$ cat config.mk
export PLATFORM = sky130hd
export DESIGN_NAME = sts_fifo
export DESIGN_NICKNAME = d
export VERILOG_FILES = /design/src/rtl/core/sts_pkg.sv /design/src/rtl/core/sts_fifo.sv
export SDC_FILE = /design/constraint.sdc
export NUM_CORES = 1
export LEC_CHECK = 0
export BUFFER_PORTS_ARGS = -buffer_cell sky130_fd_sc_hd__buf_4
export CAP_MARGIN = 20
export CORE_ASPECT_RATIO = 1.75
export CORE_MARGIN = 3
export CORE_UTILIZATION = 56
export DETAILED_ROUTE_END_ITERATION = 16
export MAX_ROUTING_LAYER = met4
export PLACE_DENSITY = 0.9
export SLEW_MARGIN = 20
export SYNTH_ARGS = -nofsm -noshare
export SYNTH_HDL_FRONTEND = slang
export SYNTH_SLANG_ARGS = --single-unit
$ cat constraint.sdc
create_clock -name clk -period 11.2 [get_ports clk]
set_input_delay 0.56 -clock clk [delete_from_list [all_inputs] [get_ports clk]]
set_output_delay 0.56 -clock clk [all_outputs]
set_load 0.03 [all_outputs]
$ cat src/rtl/core/sts_pkg.sv
// shared types and constants for the sorted table binary search unit
// no dependencies
package sts_pkg;

    localparam int DEPTH       = 1024;
    localparam int KEY_W       = 64;
    localparam int IDX_W       = $clog2(DEPTH);
    localparam int CNT_W       = IDX_W + 1;
    localparam int ENTRY_W     = 10;
    localparam int ADDR_W      = 64;
    localparam int CFG_W       = 11;
    localparam int POS_W       = 11;
    localparam int QUEUE_DEPTH = 2;
    localparam int QPTR_W      = $clog2(QUEUE_DEPTH);
    localparam int QCNT_W      = $clog2(QUEUE_DEPTH + 1);
    localparam int S_TDATA_W   = 144;
    localparam int M_TDATA_W   = 16;

    typedef enum logic
    {
        OP_LOAD   = 1'b0,
        OP_SEARCH = 1'b1
    } op_t;

    typedef struct packed
    {
        op_t                op;
        logic [ENTRY_W-1:0] index;
        logic [ADDR_W-1:0]  data;
    } cmd_t;

    typedef enum logic [2:0]
    {
        ST_IDLE,
        ST_FIRST,
        ST_LAST,
        ST_MID,
        ST_RESULT
    } state_t;

endpackage

$ cat src/rtl/core/sts_fifo.sv
// short command queue between front and back end
// depends on sts_pkg
module sts_fifo
    import sts_pkg::*;
(
    input  logic clk,
    input  logic rst_n,
    input  logic push_valid,
    output logic push_ready,
    input  cmd_t push_data,
    output logic pop_valid,
    input  logic pop_ready,
    output cmd_t pop_data
);

    cmd_t              mem_reg [QUEUE_DEPTH];
    logic [QPTR_W-1:0] wr_ptr_reg;
    logic [QPTR_W-1:0] wr_ptr_next;
    logic [QPTR_W-1:0] rd_ptr_reg;
    logic [QPTR_W-1:0] rd_ptr_next;
    logic [QCNT_W-1:0] count_reg;
    logic [QCNT_W-1:0] count_next;
    logic              push_fire;
    logic              pop_fire;

    assign push_ready = (count_reg != QCNT_W'(QUEUE_DEPTH));
    assign pop_valid  = (count_reg != '0);
    assign pop_data   = mem_reg[rd_ptr_reg];
    assign push_fire  = push_valid && push_ready;
    assign pop_fire   = pop_valid && pop_ready;

    always_comb
    begin
        wr_ptr_next = wr_ptr_reg;
        rd_ptr_next = rd_ptr_reg;
        count_next  = count_reg;
        if (push_fire)
        begin
            wr_ptr_next = (wr_ptr_reg == QPTR_W'(QUEUE_DEPTH - 1)) ? '0 : wr_ptr_reg + 1'b1;
        end
        if (pop_fire)
        begin
            rd_ptr_next = (rd_ptr_reg == QPTR_W'(QUEUE_DEPTH - 1)) ? '0 : rd_ptr_reg + 1'b1;
        end
        if (push_fire && !pop_fire)
        begin
            count_next = count_reg + 1'b1;
        end
        else if (pop_fire && !push_fire)
        begin
            count_next = count_reg - 1'b1;
        end
    end

    always_ff @(posedge clk or negedge rst_n)
    begin
        if (!rst_n)
        begin
            wr_ptr_reg <= '0;
            rd_ptr_reg <= '0;
            count_reg  <= '0;
        end
        else
        begin
            wr_ptr_reg <= wr_ptr_next;
            rd_ptr_reg <= rd_ptr_next;
            count_reg  <= count_next;
        end
    end

    always_ff @(posedge clk)
    begin
        if (push_fire)
        begin
            mem_reg[wr_ptr_reg] <= push_data;
        end
    end

endmodule

==> flow_summary.toml <==
[run_status]
run_status = "finished clean"

[yosys]
synth_edf_count = 150
synthesis.instances = 251
synth_cell_type_count = 16
synth.net_count = 331
mappedNetlistArea_mm2 = 0.00576
share_of_async_settable_or_async_resettable_flops_after_synthesis = 0.0260
yosysWarningCount = 0
synth_seq_cells = 154
leading_register_cell_type_out_of_synthesis = "sky130_fd_sc_hd__edfxtp_1"
avgSynthCellArea_um2 = 23.0
synth_seq_area_share = 0.799

[cells_and_area]
areaGrowthSynthToFinish_pct = 33.6
fin_cells = 558
diodes = 0
layout.core_utilization = 0.772
multi_input_area_mm2 = 0.00110
fillCellCount = 570
post_route_cells_drive_above_1_share = 0.614
nNetsFinal = 500
sequential_cell_area_mm2 = 0.00461
final_common_cell = "sky130_fd_sc_hd__buf_4"
largest_reg_flops = 150
commonest_cells_after_routing_fill_and_taps_aside = "sky130_fd_sc_hd__buf_4, sky130_fd_sc_hd__edfxtp_1, sky130_fd_sc_hd__mux2_4, sky130_fd_sc_hd__mux2_2, sky130_fd_sc_hd__clkbuf_16"
fin_area_mm2 = 0.00769

[pwr]
powerDensity_mw_per_mm2 = 296
total_leakage_power_nw = 3.01
ir_drop_mv = 0.300

[clocking]
tritoncts = "built"
cts.root.buffer_cell = "sky130_fd_sc_hd__clkbuf_16"
cts.repair_timing.setup_buffer_count = 0
level_count_of_the_clock_h_tree = 4
clock_tree.buffer_depth = 2
clk_transition_reported_paths_ps = 60
cts-buffers-inserted = 17
clock_sink_count = 154
clock_insertion_delay_worst_skew_ps = 410

[worst_setup_path]
setup.worst_path.start_class = "register"
path_max_fanout = 43
worstSetupEndpointType = "output pin"
critPathKind = "reg2out"
cp_data_required_time_ps = 10640
cp.arrival_ps = 2090

[floorplanning]
width_of_the_die_um = 82.7
core_region_area_mm2 = 0.00997
pin_count = 156
effective_utilization_at_floorplan = 0.578
die_height_um = 140
die_area_mm2 = 0.0116
num_rows = 48

[route]
drt-wirelength-per-cell_um = 19.4
vias = 2901
length_of_the_first_detailed_routing_pass_in_iterations = 4
remaining_number_of_nets_flagged_by_the_antenna_check_after_routing = 0
detail_route.drc_violations = 0
postRouteWirelength_um = 10800
dr.first_iter.drc_count = 121
vias_per_cell = 5.20

[place]
pre_cts_ws_ps = 8700
placed_cell_area_mm2 = 0.00706
dpl.cell_count = 525
hpwl_um = 7080
place.gp.congestion = 0.756
port_buffers = 155

[sta]
finalCritPeriodShare = 0.237
grt_setup_unrepaired = "false"
setup_slack_ps = 8550
maxSlewHeadroom = 0.322
finalHoldViolations = 0
finalClockSkew_ps = 8.28
transition_time_at_the_pin_with_the_least_slew_margin_ps = 1020
period_needed_ps = 2650
fin_setup_tns_ps = 0
report.final.slew_viol_count = 0
clock.fmax_ghz = 0.377
final-setup-viol-count = 0

[min_path]
holdCritPathClass = "in2reg"

[global_routing]
antenna_found_initial = 0
maximum_number_of_pins_on_one_net_before_global_route_repair = 76
grt-ovfl-total = 0
grt_first_pass_wirelength_um = 15900
first_global_vias = 3048
grt.total_usage = 0.199

[job]
max_cap_viol_count = 0
-- power breakdown --
| group | internal (mW) | switching, mW |
|---|---|---|
| clock network | 0.377 | 0.208 |
| registers | 0.792 | 0.0624 |
| logic | 0.362 | 0.477 |
| total | 1.53 | 0.747 |
-- what timing repair did --
action / in CTS / in global routing
endpoints found under the hold margin: 4 / 0
resized for setup: 0 / 0
hold buffers: 1 / 0
-- cell type report --
class / count / share of cell area
multi-input cells: 88 / 0.143
clock buffers: 20 / 0.0581
repair buffers: 158 / 0.157
well taps: 125 / 0.0203
inverters: 1 / 0.000488
clock inverters: 12 / 0.0224
flip-flops and latches: 154 / 0.599
-- path summary, 6_finish.rpt --
kind / from / endpoint / slack, ps / depth (start not counted)
worst max-delay path: rd_ptr_reg / pop_data[60] / 8550 / 3
worst min-delay path: push_data[62] / mem_reg[0][62] / 330 / 1
worst max register to register: count_reg[0] / mem_reg[0][25] / 8750 / 4
worst min register to register: count_reg[1] / count_reg[1] / 520 / 1
max in group asynchronous: rst_n / rd_ptr_reg / 10580 / 2
min in group asynchronous: rst_n / count_reg[0] / 500 / 2
-- logic make-up after synthesis --
| logic type | share of synthesized area |
|---|---|
| simple gates | 0.00587 |
| xor+xnor | 0.00760 |
| buf+inv | 0.0124 |
| mux | 0.173 |
| flops | 0.799 |
| fa+ha+maj | 0.00217 |
-- metal layers --
metal  track usage  up-vias  wire [µm]
met5             -        -          0
met2         0.339      117       6180
li1              -     1329          -
met1         0.210     1429       3720
met4        0.0982        0        384
met3        0.0470       26        542
-- synth_stat cells, drive strengths merged (2+ instances only) --
cell type,number,area (µm²)
xnor2,3,26.3
buf,8,67.6
xor2,2,17.5
mux2,75,995
nor2,2,7.51
edfxtp,150,4500
nand2,2,7.51
dfrtp,4,100
-- per-stage QoR --
stage | power [mW] | hold WS (ps)
2_1_floorplan | 1.44 | 264
3_3_place_gp | 1.68 | 361
4_1_cts | 2.30 | 314
6_report | 2.28 | 335
3_5_place_dp | 1.71 | 362
5_1_grt | 2.37 | 317
-- worst max-delay path, stage by stage (launching register included) --
cell                      delay, ps
sky130_fd_sc_hd__dfrtp_4        770
sky130_fd_sc_hd__buf_16         330
sky130_fd_sc_hd__mux2_2         390
sky130_fd_sc_hd__buf_4          170
Power figures use the tool's default switching activity.
