==> src/rtl/core/sts_pkg.sv <==
// shared types and constants for the sorted table binary search unit
// no dependencies
package sts_pkg;

    localparam int DEPTH       = 1024;
    localparam int KEY_W       = 64;
    localparam int IDX_W       = $clog2(DEPTH);
    localparam int CNT_W       = IDX_W + 1;
    localparam int ENTRY_W     = 10;
    localparam int ADDR_W      = 64;
    localparam int CFG_W       = 11;
    localparam int POS_W       = 11;
    localparam int QUEUE_DEPTH = 2;
    localparam int QPTR_W      = $clog2(QUEUE_DEPTH);
    localparam int QCNT_W      = $clog2(QUEUE_DEPTH + 1);
    localparam int S_TDATA_W   = 144;
    localparam int M_TDATA_W   = 16;

    typedef enum logic
    {
        OP_LOAD   = 1'b0,
        OP_SEARCH = 1'b1
    } op_t;

    typedef struct packed
    {
        op_t                op;
        logic [ENTRY_W-1:0] index;
        logic [ADDR_W-1:0]  data;
    } cmd_t;

    typedef enum logic [2:0]
    {
        ST_IDLE,
        ST_FIRST,
        ST_LAST,
        ST_MID,
        ST_RESULT
    } state_t;

endpackage

==> src/rtl/core/sts_front.sv <==
// front end: accepts stream requests and classifies them into commands
// depends on sts_pkg
module sts_front
    import sts_pkg::*;
(
    input  logic                 s_tvalid,
    output logic                 s_tready,
    input  logic [S_TDATA_W-1:0] s_tdata,
    input  logic                 s_tuser,
    output logic                 push_valid,
    input  logic                 push_ready,
    output cmd_t                 push_data
);

    logic [ENTRY_W-1:0] index;
    logic [ADDR_W-1:0]  value;
    logic [ADDR_W-1:0]  address;

    assign index   = s_tdata[ENTRY_W-1:0];
    assign value   = s_tdata[ENTRY_W+ADDR_W-1:ENTRY_W];
    assign address = s_tdata[ENTRY_W+2*ADDR_W-1:ENTRY_W+ADDR_W];

    always_comb
    begin
        push_data.op    = op_t'(s_tuser);
        push_data.index = index;
        case (op_t'(s_tuser))
            OP_LOAD:   push_data.data = value;
            OP_SEARCH: push_data.data = address;
            default:   push_data.data = address;
        endcase
    end

    assign push_valid = s_tvalid;
    assign s_tready   = push_ready;

endmodule

==> config.mk <==
export PLATFORM = sky130hd
export DESIGN_NAME = sts_front
export DESIGN_NICKNAME = d
export VERILOG_FILES = /design/src/rtl/core/sts_pkg.sv /design/src/rtl/core/sts_front.sv
export SDC_FILE = /design/constraint.sdc
export NUM_CORES = 1
export LEC_CHECK = 0
export ABC_AREA = 1
export BUFFER_PORTS_ARGS = -buffer_cell sky130_fd_sc_hd__clkbuf_2
export CORE_AREA = 2 2 86 88
export DETAILED_ROUTE_END_ITERATION = 12
export DIE_AREA = 0 0 88 90
export SLEW_MARGIN = 20
export SYNTH_ARGS = -nofsm -noshare
export SYNTH_HDL_FRONTEND = slang
export SYNTH_SLANG_ARGS = --single-unit
==> constraint.sdc <==
create_clock -name vclk -period 0.8
set_clock_uncertainty 0.1 [all_clocks]
set_input_delay 0.12 -clock vclk [all_inputs]
set_output_delay 0.12 -clock vclk [all_outputs]
set_load 0.02 [all_outputs]
==> results.yml, run 1 <==
yosys:
  netlist_area_um2: 942.2
  ys_types: 5
  syn_avg_cell_area_um2: 4.302
  ys_warn_count: 0
  synthCells: 219
  synth_fp_nets: 366
  ys_seq_area_frac: 0
die:
  die_area_mm2: 0.007920
  die_w_um: 88
  ios: 224
  start_util: 0.1342
  coreArea_mm2: 0.007020
  num_rows: 31
  die_height_um: 90
job:
  drv_cap: 0
setup_path:
  crit_chain: "clkbuf_16, inv_16, buf_16, nand2_1, nand2_2, clkbuf_8"
  crit_fanout: 16
  critPathRequiredTime_ns: 0.58
  worstSetupPathType: "primary input to output port"
  endpoint_kind: "output port"
  crit_path_max_incr_delay_ns: 0.15
  cpMaxStageDelayCell: "clkbuf_16"
  crit_path_start_kind: "primary input"
  cp.arrival_ns: 0.82
status:
  violations: "setup timing"
  status: "complete, but fails checks"
place:
  port_buffers: 194
  hpwl_mm: 3.816
  gp_congestion: 0.7284
  dp.cells: 490
grt:
  grt-ovfl-total: 0
  track_usage: 0.1266
  grt_pass1_wl_mm: 8.390
  grt_max_degree: 32
  antenna_found_initial: 2
  grt_pass1_vias: 1921
final_layout:
  final_cell_mix: "nand2_1 (130), clkbuf_2 (129), nand2_2 (62)"
  nFlopsAndLatches: 0
  regArea_um2: 0
  finalNonFillerCells: 497
  fillers: 710
  layout_commonest_cell: "nand2_1"
  multi_input_area_um2: 875.8
  clock_buffers: 0
  nets: 546
  area_delta_synth_final_pct: 192.0
  final_layout_size_suffix_gt1_frac: 0.6725
drt:
  drc_errors: 0
  vias: 1986
  viasPerCell: 3.996
  routedWlPerCell_um: 11.66
  ant_nets: 0
  routed_wl_mm: 5.795
  routed.top_layer: "met5"
  wl_met2_mm: 3.150
  drt_iter0_markers: 34
  drtPass1Iterations: 4
  wl_met1_mm: 2.096
  wl_met3_um: 516
sta:
  drv_slew: 0
  finalCriticalPeriod_ns: 1.036
  rsz0062_at_grt: "true"
  worst_slack_ns: -0.2358
  fmax_ghz: 0.9654
  tightest_slew_ns: 0.1370
  finalHoldViolCount: 0
  setup_violations: 65
  period_share: 1.295
  slew_headroom: 0.9087
clocking:
  post_cts_buffers: 0
worst_hold_path:
  hp-class: "primary input to output port"
power_and_ir_drop:
  p_leak_nw: 1.663
  ir_worst_vdd_uv: 274.0
  p_per_area_mw_per_mm2: 686.3
  power_mw: 1.888
## logic make-up (layout without fill, tap and decap cells)
logic type             after synthesis  after routing  share of synthesized area
buffers and inverters               27            205                     0.2351
other                                0              1                          0
AND/OR/NAND/NOR                    192            192                     0.7649
## Yosys cell counts
cell,instances,area (µm²)
buf_2,6,30.03
nand2_1,192,720.7
buf_4,14,105.1
clkbuf_8,6,82.58
inv_2,1,3.750
## worst max-delay path: cells and delay by family
family | cells | cell delay [ns]
simple gates | 2 | 0.15
buf+inv | 4 | 0.54
## cell type report
type | count | area share
inverter | 1 | 0.007276
multi-input combinational | 192 | 0.3183
tap | 99 | 0.04502
antenna | 1 | 0.0009095
timing repair buffer | 204 | 0.6285
## timing repair
| item | in CTS | in global routing |
|---|---|---|
| resized for setup | 121 | 6 |
| pin swaps | 0 | 0 |
| hold buffers | 0 | 0 |
| endpoints found under the setup margin | 65 | 65 |
| cloned | 4 | 2 |
## metal layers
layer / vias to the layer above / global-route usage
met3: 6 / 0.03122
met5: - / 0
met4: 2 / 0.006410
met2: 112 / 0.2620
li1: 993 / -
met1: 873 / 0.1273
## stage by stage
step / TNS (ns) / area (µm²) / setup slack (ns) / util / hold WS (ns)
CTS: -13.06 / 2691 / -0.2198 / 0.3834 / 0.1401
global placement: -18.68 / 2052 / -0.3057 / 0.2923 / 0.1401
finish: -12.61 / 2751 / -0.2358 / 0.3919 / 0.1400
detailed placement: -19.10 / 2052 / -0.3099 / 0.2923 / 0.1401
global route: -15.15 / 2749 / -0.2602 / 0.3916 / 0.1400
floorplan: 0 / 1099 / 0.002891 / - / 0.2526
## final timing paths
path                    from            end  cells past startpoint
setup / recovery     s_tuser  push_data[26]                      6
hold / removal    s_tdata[5]  push_data[69]                      0
## power by group
group	internal [mW]	switching (mW)	leakage, nW
sequential	0	0	0
clock	0.000000167	0	0.00000634
combinational	1.00	0.887	1.66
Power figures use the tool's default switching activity.
==> inputs of run 2 (changes only) <==
--- a/config.mk
+++ b/config.mk
@@ -6,7 +6,7 @@
 export NUM_CORES = 1
 export LEC_CHECK = 0
 export ABC_AREA = 1
-export BUFFER_PORTS_ARGS = -buffer_cell sky130_fd_sc_hd__clkbuf_2
+export BUFFER_PORTS_ARGS = -buffer_cell sky130_fd_sc_hd__buf_2
 export CORE_AREA = 2 2 86 88
 export DETAILED_ROUTE_END_ITERATION = 12
 export DIE_AREA = 0 0 88 90
==> run 2 against run 1 <==
The flow still finishes with violations (setup timing). Critical endpoint is now push_data[20]. Power is 2.6% higher. Clock-buffer cell count unchanged. Core utilization is 0.32 points higher. First-iteration DRC count fell by 35%. Flip-flop and latch count unchanged. Sequential share of layout area did not move. Via count is 0.55% lower.
==> results.yml, run 2 (synthesis results as in run 1) <==
status:
  status: "complete, but fails checks"
  violations: "setup timing"
grt:
  track_usage: 0.1235
  grt_max_degree: 35
  grt_pass1_vias: 1892
  grt-ovfl-total: 0
  grt_pass1_wl_mm: 8.142
  antenna_found_initial: 2
final_layout:
  nets: 547
  finalNonFillerCells: 498
  utilization: 0.3951
  final_area_mm2: 0.002774
  layout_commonest_cell: "buf_2"
  area_delta_synth_final_pct: 194.4
  clock_buffers: 0
  final_layout_size_suffix_gt1_frac: 0.7538
  nFlopsAndLatches: 0
  regArea_um2: 0
  final_cell_mix: "buf_2 (129), nand2_1 (98), nand2_2 (84)"
drt:
  drt_iter0_markers: 22
  routedWlPerCell_um: 11.73
  drc_errors: 0
  drtPass1Iterations: 4
  vias: 1975
  routed_wl_mm: 5.842
  viasPerCell: 3.966
  ant_nets: 0
setup_path:
  cp.arrival_ns: 0.75
  cpMaxStageDelayCell: "buf_4"
  crit_chain: "buf_12, inv_16, buf_12, nand2_1, nand2_2, buf_4"
  crit_path_start_kind: "primary input"
  endpoint_kind: "output port"
  crit_path_max_incr_delay_ns: 0.14
  worstSetupPathType: "primary input to output port"
  cp-endpoint: "push_data[20]"
  cpMostUsedCell: "buf_12"
  crit_fanout: 9
  cp-startpoint: "s_tuser"
  critPathRequiredTime_ns: 0.58
place:
  dpl_cell_area_mm2: 0.002052
  hpwl_mm: 3.809
  dp.cells: 490
  port_buffers: 194
  place_worst_setup_slack_ns: -0.2977
  gp_congestion: 0.7310
die:
  die_height_um: 90
  ios: 224
  start_util: 0.1342
  die_w_um: 88
  coreArea_mm2: 0.007020
  die_area_mm2: 0.007920
  num_rows: 31
sta:
  tns_ns: -8.793
  tightest_slew_ns: 0.1403
  setup_violations: 65
  worst_slack_ns: -0.1690
  drv_slew: 0
  fmax_ghz: 1.032
  finalCriticalPeriod_ns: 0.9690
  rsz0062_at_grt: "true"
  finalHoldViolCount: 0
  slew_headroom: 0.9065
  period_share: 1.211
  whs_ns: 0.1400
power_and_ir_drop:
  p_leak_nw: 1.644
  ir_worst_vdd_uv: 320.5
  power_frac_comb: 1.000
  switching_power_mw: 0.9489
  clock_power_share: 0
  p_int_mw: 0.9883
  power_mw: 1.937
  p_per_area_mw_per_mm2: 698.4
  p_sw_frac: 0.4898
  sequentialPowerShare: 0
worst_hold_path:
  hp-class: "primary input to output port"
job:
  drv_cap: 0
-- run 2: per-layer routing --
layer | track usage | vias up | share of wire
met5 | 0 | - | 0.0027
met4 | 0.01795 | 2 | 0.010
met3 | 0.02663 | 10 | 0.091
met2 | 0.2639 | 123 | 0.56
met1 | 0.1140 | 846 | 0.33
li1 | - | 994 | -
-- run 2: layout make-up --
class | count | area, µm²
Timing Repair Buffer | 205 | 1622
Fill cell | 709 | 4247
Tap cell | 99 | 123.9
Multi-Input combinational cell | 192 | 1006
Inverter | 1 | 20.02
Antenna cell | 1 | 2.502
-- run 2: critical path: cells and delay by family --
family / cells / cell delay, ns
buffers and inverters: 4 / 0.49
AND/OR/NAND/NOR: 2 / 0.13
-- run 2: power by group through the flow --
stage / registers (mW) / clock network [mW] / logic [mW]
floorplan: 0 / 0 / 0.882
global placement: 0 / 0 / 1.36
detailed placement: 0 / 0 / 1.37
CTS: 0 / 0 / 1.93
global route: 0 / 0 / 2.07
finish: 0 / 0.000000167 / 1.94
-- run 2: timing repair --
action	4_1_cts	5_1_grt
hold endpoints to repair	0	0
buffers inserted	4	0
resized for setup	165	18
gates cloned	4	3
hold buffers	0	0
endpoints found under the setup margin	65	65
-- run 2: worst min path at each step --
stage               start            end  slack [ns]  cells after the start
3_5_place_dp   s_tdata[2]  push_data[66]        0.14                      0
4_1_cts        s_tdata[2]  push_data[66]        0.14                      0
6_report       s_tdata[5]  push_data[69]        0.14                      0
3_3_place_gp   s_tdata[2]  push_data[66]        0.14                      0
5_1_grt          s_tvalid     push_valid        0.14                      0
2_1_floorplan  s_tdata[0]  push_data[64]        0.25                      1
